**src/rtl/rbb_pkg.sv**
```systemverilog
// Shared types and constants for the row box blur.
// No dependencies; every other file imports this package.
`default_nettype none

package rbb_pkg;

	localparam int PIX_W     = 8;
	localparam int PIX_MAX   = 255;
	localparam int CFG_W     = 11;
	localparam int CFG_IDX_W = 1;

	// Register indexes of the write port
	localparam logic [CFG_IDX_W-1:0] REG_ROW_WIDTH = 1'b0;
	localparam logic [CFG_IDX_W-1:0] REG_BYPASS    = 1'b1;

	localparam logic [CFG_W-1:0] ROW_WIDTH_RESET = 11'd320;

	// What one accepted pixel asks of the burst emitter
	typedef struct packed {
		logic bypass; // send the raw pixel
		logic pre;    // first repeat the held row-end value
		logic main;   // send the filtered value
		logic extra;  // send the filtered value RADIUS more times
		logic hold;   // keep the filtered value for the next row-end burst
	} burst_t;

endpackage

`default_nettype wire

```
**src/rtl/rbb_pix_if.sv**
```systemverilog
// Input channel of the row box blur: one luma pixel per word.
// Depends on rbb_pkg.
`default_nettype none

interface rbb_pix_if import rbb_pkg::*; ();
	logic             valid;
	logic             ready;
	logic [PIX_W-1:0] pixel;

	modport source (output valid, output pixel, input ready);
	modport sink   (input valid, input pixel, output ready);
endinterface

`default_nettype wire

```
**src/rtl/rbb_res_if.sv**
```systemverilog
// Result channel of the row box blur: one filtered pixel per word.
// Depends on rbb_pkg.
`default_nettype none

interface rbb_res_if import rbb_pkg::*; ();
	logic             valid;
	logic             ready;
	logic [PIX_W-1:0] blurred;
	logic             last_of_burst;

	modport source (output valid, output blurred, output last_of_burst, input ready);
	modport sink   (input valid, input blurred, input last_of_burst, output ready);
endinterface

`default_nettype wire

```
**src/rtl/rbb_tap_cell.sv**
```systemverilog
// One cell of the window delay line: holds one pixel, hands it on when shifted.
// Depends on rbb_pkg.
`default_nettype none

module rbb_tap_cell import rbb_pkg::*; (
	input  wire logic             clk,
	input  wire logic             arst_n,
	input  wire logic             shift,
	input  wire logic [PIX_W-1:0] d,
	output logic      [PIX_W-1:0] q
);

	logic [PIX_W-1:0] tap_q;

	// Clear on reset so the running sum starts consistent with the window
	always_ff @(posedge clk or negedge arst_n) begin
		if (!arst_n) begin
			tap_q <= '0;
		end else if (shift) begin
			tap_q <= d;
		end
	end

	assign q = tap_q;

endmodule

`default_nettype wire

```
**src/rtl/rbb_scale.sv**
```systemverilog
// Reciprocal multiply stage: window sum times 1/(2*RADIUS+1) in fixed point,
// registered, then shifted and saturated. Depends on rbb_pkg.
`default_nettype none

module rbb_scale import rbb_pkg::*; #(
	parameter int RADIUS     = 1,
	parameter int SCALE_BITS = 16,
	parameter int SUM_W      = 10
) (
	input  wire logic             clk,
	input  wire logic             arst_n,
	input  wire logic             in_valid,
	output logic                  in_ready,
	input  wire logic [SUM_W-1:0] in_sum,
	input  wire logic [PIX_W-1:0] in_pixel,
	input  wire burst_t           in_flags,
	output logic                  out_valid,
	input  wire logic             out_ready,
	output logic      [PIX_W-1:0] out_value,
	output burst_t                out_flags
);

	localparam int NTAPS = 2 * RADIUS + 1;
	localparam int MUL_W = SCALE_BITS;
	localparam int PROD_W = SUM_W + MUL_W;
	localparam logic [MUL_W-1:0] MUL = MUL_W'(((64'd1 << SCALE_BITS) / NTAPS) + 64'd1);

	logic              valid_s2;
	logic [PROD_W-1:0] prod_s2;
	logic [PIX_W-1:0]  pixel_s2;
	burst_t            flags_s2;
	logic [SUM_W-1:0]  mean;

	assign in_ready = !valid_s2 || out_ready;

	always_ff @(posedge clk or negedge arst_n) begin
		if (!arst_n) begin
			valid_s2 <= 1'b0;
		end else if (in_ready) begin
			valid_s2 <= in_valid;
		end
	end

	always_ff @(posedge clk) begin
		if (in_ready && in_valid) begin
			prod_s2  <= PROD_W'(in_sum) * PROD_W'(MUL);
			pixel_s2 <= in_pixel;
			flags_s2 <= in_flags;
		end
	end

	// Drop the fraction, clamp to the pixel range
	assign mean = prod_s2[PROD_W-1:SCALE_BITS];

	always_comb begin
		if (flags_s2.bypass) begin
			out_value = pixel_s2;
		end else if (mean > SUM_W'(PIX_MAX)) begin
			out_value = PIX_W'(PIX_MAX);
		end else begin
			out_value = mean[PIX_W-1:0];
		end
	end

	assign out_valid = valid_s2;
	assign out_flags = flags_s2;

endmodule

`default_nettype wire

```
**src/rtl/rbb_emit.sv**
```systemverilog
// Burst emitter: turns one entry into one to RADIUS+1 result words, keeps the
// held row-end value. Depends on rbb_pkg and rbb_res_if.
`default_nettype none

module rbb_emit import rbb_pkg::*; #(
	parameter int RADIUS = 1
) (
	input  wire logic             clk,
	input  wire logic             arst_n,
	input  wire logic             in_valid,
	output logic                  in_ready,
	input  wire logic [PIX_W-1:0] in_value,
	input  wire burst_t           in_flags,
	rbb_res_if.source             results
);

	localparam int CNT_W = $clog2(RADIUS + 2);

	logic [CNT_W-1:0] pre_cnt_q;
	logic [CNT_W-1:0] main_cnt_q;
	logic [PIX_W-1:0] value_q;
	logic [PIX_W-1:0] tail_q;
	logic             busy;
	logic             last_word;
	logic             load;

	assign busy      = (pre_cnt_q != '0) || (main_cnt_q != '0);
	assign last_word = ((pre_cnt_q == CNT_W'(1)) && (main_cnt_q == '0)) ||
	                   ((pre_cnt_q == '0) && (main_cnt_q == CNT_W'(1)));
	assign in_ready  = !busy || (results.ready && last_word);
	assign load      = in_valid && in_ready;

	always_ff @(posedge clk or negedge arst_n) begin
		if (!arst_n) begin
			pre_cnt_q  <= '0;
			main_cnt_q <= '0;
			tail_q     <= '0;
		end else if (load) begin
			pre_cnt_q <= in_flags.pre ? CNT_W'(RADIUS) : '0;
			if (!in_flags.main) begin
				main_cnt_q <= '0;
			end else if (in_flags.extra) begin
				main_cnt_q <= CNT_W'(RADIUS + 1);
			end else begin
				main_cnt_q <= CNT_W'(1);
			end
			if (in_flags.hold) begin
				tail_q <= in_value;
			end
		end else if (busy && results.ready) begin
			// Drain the held copies first, then the filtered value
			if (pre_cnt_q != '0) begin
				pre_cnt_q <= pre_cnt_q - CNT_W'(1);
			end else begin
				main_cnt_q <= main_cnt_q - CNT_W'(1);
			end
		end
	end

	always_ff @(posedge clk) begin
		if (load) begin
			value_q <= in_value;
		end
	end

	assign results.valid         = busy;
	assign results.blurred       = (pre_cnt_q != '0) ? tail_q : value_q;
	assign results.last_of_burst = last_word;

endmodule

`default_nettype wire

```
**src/rtl/row_box_blur_core.sv**
```systemverilog
// Row box blur: horizontal (2*RADIUS+1)-tap mean over raster luma rows.
// A pixel reaches the result channel through stage 1, stage 2 and the emitter.
// Throughput: one pixel per cycle unless results stall; a pixel that yields
// several words holds the input in the burst emitter (row start and row end).
// Reset: window, running sum, column and held row-end value clear to zero,
// row_width to 320, bypass off, pipeline empty.
// Depends on rbb_pkg, rbb_pix_if, rbb_res_if, rbb_tap_cell, rbb_scale, rbb_emit.
`default_nettype none

module row_box_blur_core import rbb_pkg::*; #(
	parameter int RADIUS     = 1,
	parameter int SCALE_BITS = 16,
	parameter int MAX_WIDTH  = 1024
) (
	input  wire logic                 clk,
	input  wire logic                 arst_n,
	input  wire logic                 wr_en,
	input  wire logic [CFG_IDX_W-1:0] wr_index,
	input  wire logic [CFG_W-1:0]     wr_data,
	rbb_pix_if.sink                   pixels,
	rbb_res_if.source                 results
);

	localparam int NTAPS = 2 * RADIUS + 1;
	localparam int SUM_W = $clog2(NTAPS * PIX_MAX + 1);
	localparam int COL_W = $clog2(MAX_WIDTH);
	// Wide enough for the row width register, the column and the tap count
	localparam int EXT_W = (COL_W + 1 > CFG_W) ? COL_W + 1 : CFG_W;

	// Configuration
	logic [CFG_W-1:0] row_width_q;
	logic             bypass_q;

	// Row state
	logic [SUM_W-1:0] sum_q;
	logic [COL_W-1:0] col_q;
	logic             pend_q;    // row-end copies still owed to the next row

	// Window chain
	logic [PIX_W-1:0] tap [NTAPS];

	// Stage 1 registers
	logic             valid_s1;
	logic [SUM_W-1:0] sum_s1;
	logic [PIX_W-1:0] pixel_s1;
	burst_t           flags_s1;

	// Handshake
	logic in_ready;
	logic accept;
	logic filt_accept;
	logic s2_ready;
	logic s2_valid;
	logic [PIX_W-1:0] s2_value;
	burst_t           s2_flags;
	logic emit_ready;

	// Decode of the current pixel
	logic [EXT_W-1:0] width_ext;
	logic [EXT_W-1:0] width_eff;
	logic [COL_W-1:0] last_col;
	logic [EXT_W-1:0] col_ext;
	logic             in_body;
	logic             row_first;
	logic             row_end;
	logic [SUM_W-1:0] sum_next;
	burst_t           flags_next;
	logic             has_words;

	//------------------------------------------------------------------
	// Configuration port: a write takes effect at the edge where wr_en
	// is high; the next accepted pixel sees the new value
	//------------------------------------------------------------------
	always_ff @(posedge clk or negedge arst_n) begin
		if (!arst_n) begin
			row_width_q <= ROW_WIDTH_RESET;
			bypass_q    <= 1'b0;
		end else if (wr_en) begin
			case (wr_index)
				REG_ROW_WIDTH: row_width_q <= wr_data;
				REG_BYPASS:    bypass_q    <= wr_data[0];
				default: ;
			endcase
		end
	end

	//------------------------------------------------------------------
	// Input handshake: stage 1 takes a word whenever it can move on
	//------------------------------------------------------------------
	assign in_ready     = !valid_s1 || s2_ready;
	assign pixels.ready = in_ready;
	assign accept       = pixels.valid && in_ready;
	assign filt_accept  = accept && !bypass_q;

	//------------------------------------------------------------------
	// Window: a chain of tap cells, shifted once per filtered pixel.
	// The oldest pixel leaves the running sum as the new one enters.
	//------------------------------------------------------------------
	for (genvar i = 0; i < NTAPS; i++) begin : g_tap
		if (i == 0) begin : g_head
			rbb_tap_cell u_cell (
				.clk    (clk),
				.arst_n (arst_n),
				.shift  (filt_accept),
				.d      (pixels.pixel),
				.q      (tap[i])
			);
		end else begin : g_body
			rbb_tap_cell u_cell (
				.clk    (clk),
				.arst_n (arst_n),
				.shift  (filt_accept),
				.d      (tap[i-1]),
				.q      (tap[i])
			);
		end
	end

	assign sum_next = sum_q - SUM_W'(tap[NTAPS-1]) + SUM_W'(pixels.pixel);

	//------------------------------------------------------------------
	// Row position decode. The width is clamped to [NTAPS, MAX_WIDTH].
	// A column already at or past the last one ends the row, which covers
	// a width lowered in the middle of a row.
	//------------------------------------------------------------------
	always_comb begin
		width_ext = EXT_W'(row_width_q);
		if (width_ext < EXT_W'(NTAPS)) begin
			width_eff = EXT_W'(NTAPS);
		end else if (width_ext > EXT_W'(MAX_WIDTH)) begin
			width_eff = EXT_W'(MAX_WIDTH);
		end else begin
			width_eff = width_ext;
		end
		last_col = COL_W'(width_eff - EXT_W'(1));
		col_ext  = EXT_W'(col_q);
		in_body   = col_ext >= EXT_W'(2 * RADIUS);
		row_first = col_ext == EXT_W'(2 * RADIUS);
		row_end   = in_body && (col_q >= last_col);

		flags_next        = '0;
		flags_next.bypass = bypass_q;
		if (bypass_q) begin
			flags_next.main = 1'b1;
		end else begin
			flags_next.pre  = pend_q;
			flags_next.main = in_body;
			// Leading copies at the first full window, trailing copies at
			// row end; the narrowest row defers its trailing copies.
			flags_next.extra = row_first || (row_end && !row_first);
			flags_next.hold  = row_end && row_first;
		end
		has_words = flags_next.main || flags_next.pre;
	end

	//------------------------------------------------------------------
	// Row state: advance on every filtered pixel, hold on bypass words
	//------------------------------------------------------------------
	always_ff @(posedge clk or negedge arst_n) begin
		if (!arst_n) begin
			sum_q  <= '0;
			col_q  <= '0;
			pend_q <= 1'b0;
		end else if (filt_accept) begin
			sum_q  <= sum_next;
			pend_q <= flags_next.hold;
			if (row_end) begin
				col_q <= '0;
			end else begin
				col_q <= col_q + COL_W'(1);
			end
		end
	end

	//------------------------------------------------------------------
	// Stage 1: drop pixels that yield no word (window still filling)
	//------------------------------------------------------------------
	always_ff @(posedge clk or negedge arst_n) begin
		if (!arst_n) begin
			valid_s1 <= 1'b0;
		end else if (in_ready) begin
			valid_s1 <= accept && has_words;
		end
	end

	always_ff @(posedge clk) begin
		if (accept) begin
			sum_s1   <= sum_next;
			pixel_s1 <= pixels.pixel;
			flags_s1 <= flags_next;
		end
	end

	//------------------------------------------------------------------
	// Stage 2: reciprocal multiply and saturation
	//------------------------------------------------------------------
	rbb_scale #(
		.RADIUS     (RADIUS),
		.SCALE_BITS (SCALE_BITS),
		.SUM_W      (SUM_W)
	) u_scale (
		.clk       (clk),
		.arst_n    (arst_n),
		.in_valid  (valid_s1),
		.in_ready  (s2_ready),
		.in_sum    (sum_s1),
		.in_pixel  (pixel_s1),
		.in_flags  (flags_s1),
		.out_valid (s2_valid),
		.out_ready (emit_ready),
		.out_value (s2_value),
		.out_flags (s2_flags)
	);

	//------------------------------------------------------------------
	// Stage 3: burst emitter drives the result channel from registers
	//------------------------------------------------------------------
	rbb_emit #(
		.RADIUS (RADIUS)
	) u_emit (
		.clk      (clk),
		.arst_n   (arst_n),
		.in_valid (s2_valid),
		.in_ready (emit_ready),
		.in_value (s2_value),
		.in_flags (s2_flags),
		.results  (results)
	);

	//------------------------------------------------------------------
	// Assertions
	//------------------------------------------------------------------
	// Owed row-end copies exist only right after a row has closed
	a_pend_at_row_start: assert property (@(posedge clk) disable iff (!arst_n)
		pend_q |-> (col_q == '0))
		else $error("row-end copies pending away from column zero");

	// The next filtered pixel always pays off the owed copies
	a_pend_consumed: assert property (@(posedge clk) disable iff (!arst_n)
		(filt_accept && pend_q) |=> !pend_q)
		else $error("owed row-end copies not consumed");

	// A stalled stage 1 keeps its word
	a_s1_hold: assert property (@(posedge clk) disable iff (!arst_n)
		(valid_s1 && !s2_ready) |=> (valid_s1 && $stable(sum_s1) && $stable(flags_s1)))
		else $error("stage 1 word lost while stalled");

endmodule

`default_nettype wire

```
**src/flat_wrapper.sv**
```systemverilog
// flat-port wrapper written by rule: the top's interface ports become plain ports
module row_box_blur_core_flat import rbb_pkg::*;
#(
	parameter int RADIUS     = 1,
	parameter int SCALE_BITS = 16,
	parameter int MAX_WIDTH  = 1024
)
  (clk, arst_n, wr_en, wr_index, wr_data, pixels_valid, pixels_pixel, pixels_ready, results_valid, results_blurred, results_last_of_burst, results_ready);
  rbb_pix_if pixels_i ();
  rbb_res_if results_i ();
  input  wire logic clk;
  input  wire logic arst_n;
  input  wire logic wr_en;
  input  wire logic [CFG_IDX_W-1:0] wr_index;
  input  wire logic [CFG_W-1:0] wr_data;
  input wire logic [$bits(pixels_i.valid)-1:0] pixels_valid;
  input wire logic [$bits(pixels_i.pixel)-1:0] pixels_pixel;
  output wire logic [$bits(pixels_i.ready)-1:0] pixels_ready;
  output wire logic [$bits(results_i.valid)-1:0] results_valid;
  output wire logic [$bits(results_i.blurred)-1:0] results_blurred;
  output wire logic [$bits(results_i.last_of_burst)-1:0] results_last_of_burst;
  input wire logic [$bits(results_i.ready)-1:0] results_ready;
  assign pixels_i.valid = pixels_valid;
  assign pixels_i.pixel = pixels_pixel;
  assign pixels_ready = pixels_i.ready;
  assign results_valid = results_i.valid;
  assign results_blurred = results_i.blurred;
  assign results_last_of_burst = results_i.last_of_burst;
  assign results_i.ready = results_ready;
  row_box_blur_core #(.RADIUS(RADIUS), .SCALE_BITS(SCALE_BITS), .MAX_WIDTH(MAX_WIDTH)) u_core (.clk(clk), .arst_n(arst_n), .wr_en(wr_en), .wr_index(wr_index), .wr_data(wr_data), .pixels(pixels_i), .results(results_i));
endmodule
```
**config.mk**
```make
export PLATFORM = sky130hd
export DESIGN_NAME = row_box_blur_core_flat
export DESIGN_NICKNAME = d
export VERILOG_FILES = /design/src/rtl/rbb_pkg.sv /design/src/rtl/rbb_pix_if.sv /design/src/rtl/rbb_res_if.sv /design/src/rtl/rbb_tap_cell.sv /design/src/rtl/rbb_scale.sv /design/src/rtl/rbb_emit.sv /design/src/rtl/row_box_blur_core.sv /design/src/flat_wrapper.sv
export SDC_FILE = /design/constraint.sdc
export NUM_CORES = 1
export LEC_CHECK = 0
export BUFFER_PORTS_ARGS = -buffer_cell sky130_fd_sc_hd__buf_4
export CORE_MARGIN = 10
export CORE_UTILIZATION = 55
export DETAILED_ROUTE_END_ITERATION = 8
export PLACE_DENSITY_LB_ADDON = 0.1
export SETUP_SLACK_MARGIN = 0.02
export SLEW_MARGIN = 5
export SYNTH_ARGS = -nofsm -noshare
export SYNTH_HDL_FRONTEND = slang
export SYNTH_SLANG_ARGS = --single-unit
```
**constraint.sdc**
```tcl
create_clock -name clk -period 5.6 [get_ports clk]
set_clock_uncertainty 0.05 [all_clocks]
set_input_delay 0.28 -clock clk [delete_from_list [all_inputs] [get_ports clk]]
set_output_delay 0.28 -clock clk [all_outputs]
set_load 0.01 [all_outputs]
```
## Yosys cells after proc, flatten, opt, wreduce, memory -nomap -nowiden

Cells that the tools add are included.

- Register bits: 139
- Output and inout bits: 11
- Logic and storage cells: 98

- Add/sub/neg operators: 6
- Multipliers: 1
- Magnitude comparators: 5
- Equality and inequality tests: 4
- Multiplexer cells: 18
- Bitwise operators: 1
- Reduce and logical (&&, ||, !) cells: 35

Operators with widths:

| operator | count |
|---|---|
| $mux W10 | 3 |
| $mul A10 B14 Y24 const B | 1 |
| $mux W8 | 3 |
| $mux W2 | 8 |
| $logic_and A1 B1 Y1 | 12 |
| $gt A11 B11 Y1 const B | 1 |
| $lt A11 B2 Y1 const B | 1 |
| $add A10 B1 Y10 const B | 1 |
| $add A10 B8 Y10 | 1 |
| $eq A10 B2 Y1 const B | 1 |
| $ge A10 B10 Y1 | 1 |
| $ge A10 B2 Y1 const B | 1 |
| $reduce_and A2 Y1 | 5 |
| $sub A10 B1 Y10 const B | 1 |
| $sub A10 B8 Y10 | 1 |
| $gt A9 B8 Y1 const B | 1 |
| $reduce_bool A2 Y1 | 4 |
| $logic_or A1 B1 Y1 | 7 |
| $logic_not A1 Y1 | 5 |
| $eq A2 B1 Y1 const B | 2 |
| $logic_not A2 Y1 | 2 |
| $mux W1 | 4 |
| $sub A2 B1 Y2 const B | 2 |
| $ne A2 B2 Y1 const B | 1 |
| $not A1 Y1 | 1 |

## Depth between registers and ports, before layout

Gate-level depths: netlist of run 1.

- Depth after elaboration: 9
- Gate-level depth with buffers: 16

## Cells and area by module

From an unflattened synthesis of run 1, not the netlist that was laid out.

- Cell total of the unflattened synthesis: 746
- Area total of the unflattened synthesis: 8410.6 um^2

By module, submodules not included:

| module | instances | cells each | area an instance (um^2) | seq. area each (um^2) |
|---|---|---|---|---|
| row_box_blur_core | 1 | 328 | 3443.3 | 1544.0 |
| rbb_scale | 1 | 290 | 2964.1 | 685.7 |
| rbb_emit | 1 | 77 | 1008.5 | 540.5 |
| rbb_tap_cell | 3 | 17 | 331.6 | 200.2 |

## Worst setup path after synthesis of run 1

Ideal clock, no wire load.

- Path type: register -> register
- Start: register u_core.sum_s1[6]
- End: register u_core.u_scale.prod_s2[19], data pin
- Library setup time: 0.269 ns
- Data arrival time: 4.197 ns
- Required time: 5.281 ns
- Slack: 1.084 ns
- Stages on the path, launching flop included: 15
- Path buffers: 0
- Clock period less this slack: 4.516 ns
- Cell sequence: edfxtp_1 ha_1 inv_1 fa_1 fa_1 inv_1 fa_1 fa_1 ha_1 a21oi_1 nor2b_1 o21a_1 a2111oi_0 o31ai_1 xor2_1

- Cells in the longest elaborated chain, start to end: 1

RTL lines:

| what | line | text |
|---|---|---|
| start: declaration | row_box_blur_core.sv:44 | `logic [SUM_W-1:0] sum_s1;` |
| start signal: assignment | row_box_blur_core.sv:188 | `sum_s1 <= sum_next;` |
| $mul A10 B14 Y24 | rbb_scale.sv:46 | `prod_s2 <= PROD_W'(in_sum) * PROD_W'(MUL);` |
| end signal: assignment | rbb_scale.sv:46 |  |
| end: declaration | rbb_scale.sv:29 | `logic [PROD_W-1:0] prod_s2;` |

No other way between the ends.
A chain may end at the register's enable or synchronous reset.

## Final worst setup path of run 1

Ends and elaborated chain as after synthesis.

==> results of run 1 <==
critical path, cell delays in order, from the launching register on:
cell and delay [ps]:
sky130_fd_sc_hd__edfxtp_1 450, sky130_fd_sc_hd__ha_1 330, sky130_fd_sc_hd__inv_1 110, sky130_fd_sc_hd__fa_1 500, sky130_fd_sc_hd__fa_1 560, sky130_fd_sc_hd__inv_1 50
sky130_fd_sc_hd__fa_1 520, sky130_fd_sc_hd__fa_1 420, sky130_fd_sc_hd__ha_1 320, sky130_fd_sc_hd__a21oi_1 270, sky130_fd_sc_hd__nor2b_1 80, sky130_fd_sc_hd__o21a_1 170
sky130_fd_sc_hd__a2111oi_0 480, sky130_fd_sc_hd__o31ai_1 150, sky130_fd_sc_hd__xor2_1 160
metal layers:
layer	vias up	track usage (%)	wire length, um
met2	73	25.05	7081
li1	2540	-	-
met5	-	0	0
met4	0	5.652	177
met1	2566	19.72	6764
met3	14	4.057	552
flip-flops by register name, summed over array words and instances, names as in the netlist:
signal                        cells
u_core.valid_s1                   1
u_core.pixel_s1                   8
u_core.g_tap.g_head.u_cell.q      8
u_core.u_emit.main_cnt_q          2
u_core.flags_s1                   5
u_core.u_emit.pre_cnt_q           2
u_core.u_scale.out_flags          5
u_core.g_tap.g_body.u_cell.q     16
u_core.sum_q                     10
u_core.sum_s1                    10
u_core.u_emit.value_q             8
u_core.row_width_q               11
u_core.u_emit.tail_q              8
u_core.pend_q                     1
u_core.u_scale.pixel_s2           8
u_core.col_q                     10
u_core.u_scale.prod_s2            9
u_core.u_scale.out_valid          1
u_core.bypass_q                   1
synthesized netlist by cell type, drive strengths merged, types with 3 or more instances:
cell type	number	area (um^2)
a21o	12	90.09
a211oi	3	22.52
nor2	34	127.6
ha	89	1114
xor2	7	61.31
clkbuf	4	15.01
nand3	9	45.04
dfrtp	69	1727
nor2b	8	50.05
nand2	54	202.7
buf	9	61.31
o22ai	3	18.77
a21oi	22	113.9
nor4	4	25.02
o21bai	4	30.03
inv	106	397.9
nor3	7	40.04
or3	3	18.77
fa	39	780.8
mux2	52	585.6
or2	4	25.02
nand2b	7	43.79
edfxtp	53	1592
o211ai	5	37.54
o21ai	31	155.1
and3	3	18.77
xnor2	12	105.1
nand4	4	25.02
mux2i	3	30.03
a22o	8	70.07
a31oi	4	25.02
layout make-up:
cell class | count | area, um^2
Fill cell | 1136 | 5006
Inverter | 106 | 397.9
Tap cell | 180 | 225.2
Multi-Input combinational cell | 461 | 4121
Sequential cell | 124 | 3371
Clock inverter | 15 | 172.7
Clock buffer | 17 | 425.4
Timing Repair Buffer | 41 | 322.8
per-stage QoR:
step	setup slack, ps	hold WS [ps]	utilization [%]
final	697.2	24.93	64.35
after global routing	343.8	7.704	64.35
after CTS	740.4	5.716	64.35
after detailed placement	770.6	354.5	59.66
after global placement	924.0	352.3	59.66
after floorplan	1084	-65.59	-
how the worst max path moves through the flow:
stage | start | to | slack, ps | depth (start not counted)
after global placement | u_core.sum_s1[4] | u_core.u_scale.prod_s2[19] | 920 | 14
after CTS | u_core.sum_s1[6] | u_core.u_scale.prod_s2[18] | 740 | 14
after floorplan | u_core.sum_s1[6] | u_core.u_scale.prod_s2[19] | 1080 | 14
final | u_core.sum_s1[6] | u_core.u_scale.prod_s2[19] | 700 | 14
after global routing | u_core.sum_s1[6] | u_core.u_scale.prod_s2[19] | 340 | 14
after detailed placement | u_core.sum_s1[6] | u_core.u_scale.prod_s2[19] | 770 | 14
cell families (layout without fill, tap and decap cells):
kind of cell               Yosys count  count (layout)
buffers and inverters              119             179
DFF                                124             124
muxes                               55              55
and+or+nand+nor                    144             144
xor gates and xnor gates            19              19
AOI/OAI and AO/OA                  115             115
adders and majority gates          128             128
timing repair:
item                                   4_1_cts  5_1_grt
gates resized for setup                      0        0
setup endpoints to repair                    0        0
setup buffers                                0        0
endpoints found under the hold margin       19        0
hold buffers                                 6        0
==> impl_metrics.json, run 1 <==
{
  "via_count_of_the_first_global_routing_pass": 5386,
  "yosys_warning_total": 0,
  "drtAntennaViolNets": 0,
  "finalNonFillerCells": 944,
  "die_width_um": 140.4,
  "clkSinkCount": 124,
  "hold_path_end": "u_core.pixel_s1[3]",
  "core-area_um2": 14040,
  "ratio_of_routed_vias_to_standard_cells": 5.501,
  "depth_of_the_worst_register_to_register_path": 14,
  "root_buffer": "sky130_fd_sc_hd__clkbuf_16",
  "cap_violations": 0,
  "syn_to_final_growth_pct": 13.43,
  "timing.final.crit_share_pct": 87.55,
  "ys_types": 62,
  "gp_routability_congestion": 0.8100,
  "final_hold_viol_count": 0,
  "remaining_drc_errors": 0,
  "clock_path_buffers": 2,
  "dp_hpwl_um": 11140,
  "path_clk_slew_ps": 60,
  "setup_tns_ps": 0,
  "num_io_pins": 36,
  "wirelength_um": 14580,
  "worst_slew_margin_rel_pct": 24.51,
  "die_area_um2": 19700,
  "cts-buffers-inserted": 17,
  "antenna_cells": 0,
  "num_vias": 5193,
  "post_synthesis_sequential_area_ratio_pct": 42.31,
  "finalWorstPathRequiredPeriod_ps": 4903,
  "mostFrequentLayoutCell": "sky130_fd_sc_hd__inv_1",
  "dr.pass1.iters": 5,
  "synth_cells": 704,
  "synth_enable_flop_cells": 53,
  "drtIter0Drc": 218,
  "ff2ff_setup_slack_ps": 700,
  "drv_slew": 0,
  "arrival_ps": 5010,
  "cp.required_ps": 5700,
  "clk-insertion-delay-late_ps": 420,
  "ys_seq_elements": 124,
  "most-common-layout-cells": "sky130_fd_sc_hd__inv_1 (105), sky130_fd_sc_hd__ha_1 (89), sky130_fd_sc_hd__dfrtp_1 (69)",
  "reg2reg_to": "u_core.u_scale.prod_s2[19]",
  "synthesis.nets": 857,
  "synth_adder_area_share_pct": 23.78,
  "tightestPinTransition_ps": 1132,
  "status": "finished, final reports clean",
  "tritoncts": "built",
  "worst_min_path_class": "input pin to register",
  "synth_flop_cell": "sky130_fd_sc_hd__dfrtp_1",
  "dieHeight_um": 140.4,
  "cts-htree-levels": 4,
  "initial_core_util_pct": 56.73,
  "holdCritStartpoint": "pixels_pixel[3]",
  "maximum_achievable_frequency_mhz": 204.0,
  "placedInstanceArea_um2": 8378,
  "numPortBuffers": 35,
  "synth_xor_xnor_area_share_pct": 2.089,
  "initial_antenna_violation_count": 0,
  "final_cell_area_um2": 9036,
  "gr-total-overflow": 0,
  "synth_top_family_by_area": "adder cells",
  "layout_nets": 904,
  "place_inst": 906,
  "worstPathMaxFanout": 3,
  "post_synthesis_area_per_instance_um2": 11.32,
  "critical_path_class": "register to register",
  "synth.area.mux_share_pct": 7.727,
  "r2r_start": "u_core.sum_s1[6]",
  "timing.critical_path.to_type": "register",
  "globalRouteTotalUtil_pct": 15.57,
  "routed_wire_length_per_instance_um": 15.44,
  "grt_max_degree": 72,
  "grt_first_pass_wirelength_um": 25380,
  "netlist_area_um2": 7966,
  "synth_simple_gate_area_share_pct": 8.497,
  "hold_path_depth": 1,
  "std_cell_rows": 43,
  "rsz0062_at_grt": "false",
  "synth-compound-area-share_pct": 9.643,
  "post_route_cells_drive_above_1_share_pct": 16.49,
  "setup_viol_count_final": 0,
  "synthArstFlopShare_pct": 57.26,
  "cp-start-kind": "register"
}
Power of run 1 is left out: the tool's default activity adds up to more than one toggle a clock period on the data nets, which glitch-free logic cannot reach.
==> run 2, diff against run 1 <==
--- a/config.mk
+++ b/config.mk
@@ -6,6 +6,7 @@
 export NUM_CORES = 1
 export LEC_CHECK = 0
 export BUFFER_PORTS_ARGS = -buffer_cell sky130_fd_sc_hd__buf_4
+export CORE_ASPECT_RATIO = 0.6
 export CORE_MARGIN = 10
 export CORE_UTILIZATION = 55
 export DETAILED_ROUTE_END_ITERATION = 8
==> constraint.sdc (replaced) <==
create_clock -name clk -period 5.6 [get_ports clk]
set_clock_uncertainty 0.05 [all_clocks]
set_input_delay 0.56 -clock clk [delete_from_list [all_inputs] [get_ports clk]]
set_output_delay 0.56 -clock clk [all_outputs]
set_load 0.01 [all_outputs]
==> impl_metrics.json, run 2 (synthesized netlist as in run 1, its figures left out) <==
{
  "status": "finished, final reports clean",
  "drtAntennaViolNets": 0,
  "path_clk_slew_ps": 60,
  "syn_to_final_growth_pct": 13.05,
  "critical_path_class": "register to register",
  "initial_core_util_pct": 57.25,
  "root_buffer": "sky130_fd_sc_hd__clkbuf_16",
  "final_critical_path_setup_slack_ps": 713.8,
  "largest_register_ff_count": 16,
  "gr-total-overflow": 0,
  "wirelength_um": 15510,
  "die_area_um2": 19860,
  "r2r_start": "u_core.sum_s1[4]",
  "clock_path_buffers": 2,
  "via_count_of_the_first_global_routing_pass": 5268,
  "worstPathMaxFanout": 3,
  "tightestPinTransition_ps": 1036,
  "finalNonFillerCells": 951,
  "grt_max_degree": 72,
  "setup.worst_path.start": "u_core.sum_s1[4]",
  "worst_slew_margin_rel_pct": 30.76,
  "maximum_achievable_frequency_mhz": 204.7,
  "most-common-layout-cells": "sky130_fd_sc_hd__inv_1 (105), sky130_fd_sc_hd__ha_1 (89), sky130_fd_sc_hd__dfrtp_1 (69)",
  "globalRouteTotalUtil_pct": 16.38,
  "dieHeight_um": 113.2,
  "cp-start-kind": "register",
  "timing.final.crit_share_pct": 87.25,
  "clk-insertion-delay-late_ps": 410,
  "num_io_pins": 36,
  "final_hold_viol_count": 0,
  "ff2ff_setup_slack_ps": 710,
  "cp.required_ps": 5710,
  "drv_slew": 0,
  "gp_routability_congestion": 0.8717,
  "grt_first_pass_wirelength_um": 26550,
  "post_cts_resize_count": 0,
  "num_vias": 5167,
  "initial_antenna_violation_count": 0,
  "std_cell_rows": 33,
  "setup_tns_ps": 0,
  "worst_slack_placed_ps": 775.2,
  "remaining_drc_errors": 0,
  "cts-htree-levels": 4,
  "setup_viol_count_final": 0,
  "timing.critical_path.to_type": "register",
  "rsz0062_at_grt": "false",
  "layout_nets": 899,
  "cap_violations": 0,
  "routed_wire_length_per_instance_um": 16.30,
  "place_inst": 919,
  "ratio_of_routed_vias_to_standard_cells": 5.433,
  "finalWorstPathRequiredPeriod_ps": 4886,
  "drtIter0Drc": 381,
  "dp_hpwl_um": 11840,
  "cts-buffers-inserted": 17,
  "mostFrequentLayoutCell": "sky130_fd_sc_hd__inv_1",
  "tritoncts": "built",
  "post_route_cells_drive_above_1_share_pct": 16.60,
  "layout.core_utilization_pct": 64.72,
  "postcts_setup_bufs": 0,
  "dr.pass1.iters": 4,
  "worst_min_path_class": "input pin to asynchronous set/reset pin",
  "die_width_um": 175.4,
  "core-area_um2": 13910,
  "clkSinkCount": 124,
  "numPortBuffers": 35,
  "holdBufCountCts": 0,
  "arrival_ps": 4990,
  "antenna_cells": 0
}
-- run 2: routing by layer --
layer	GRT usage [%]	up-vias	part of all wire, %	routed length (um)
met5	0	-	0	0
met4	4.443	0	0.82	127
met3	3.586	13	3.6	558
met2	23.99	93	43	6680
met1	23.92	2535	52	8138
li1	-	2526	-	-
-- run 2: layout make-up --
cell class                 count  area, um^2
timing repair buffer          36       270.3
sequential                   124        3371
inverter                     106       397.9
clock buffer                  19       432.9
fill                        1078        4908
tap                          192       240.2
multi-input combinational    461        4121
clock inverter                13       172.7
-- run 2: path summary, 6_finish.rpt --
check	cells after the start	to
max	14	u_core.u_scale.prod_s2[19]
min	1	u_core.u_emit.pre_cnt_q[1]
max reg2reg	14	u_core.u_scale.prod_s2[19]
min reg2reg	0	u_core.u_scale.out_flags[4]
max in group asynchronous	1	u_core.g_tap[1].g_body.u_cell.q[2]
min in group clk	1	u_core.pixel_s1[2]
-- run 2: critical path, stage by stage (launching register included) --
cell and delay, ps:
sky130_fd_sc_hd__edfxtp_1 430, sky130_fd_sc_hd__ha_1 340, sky130_fd_sc_hd__inv_1 120, sky130_fd_sc_hd__fa_1 510, sky130_fd_sc_hd__fa_1 560, sky130_fd_sc_hd__inv_1 50
sky130_fd_sc_hd__fa_1 520, sky130_fd_sc_hd__fa_1 420, sky130_fd_sc_hd__ha_1 320, sky130_fd_sc_hd__a21oi_1 280, sky130_fd_sc_hd__nor2b_1 80, sky130_fd_sc_hd__o21a_1 170
sky130_fd_sc_hd__a2111oi_0 460, sky130_fd_sc_hd__o31ai_1 160, sky130_fd_sc_hd__xor2_1 150
-- run 2: stage by stage --
step | hold WS, ps | cell area (um^2)
6_report | 208.7 | 9006
5_1_grt | 274.0 | 9006
4_1_cts | 262.0 | 9006
3_5_place_dp | 354.5 | 8401
3_3_place_gp | 354.3 | 8401
2_1_floorplan | 214.4 | 7966
Power of run 2 is left out for the same reason.
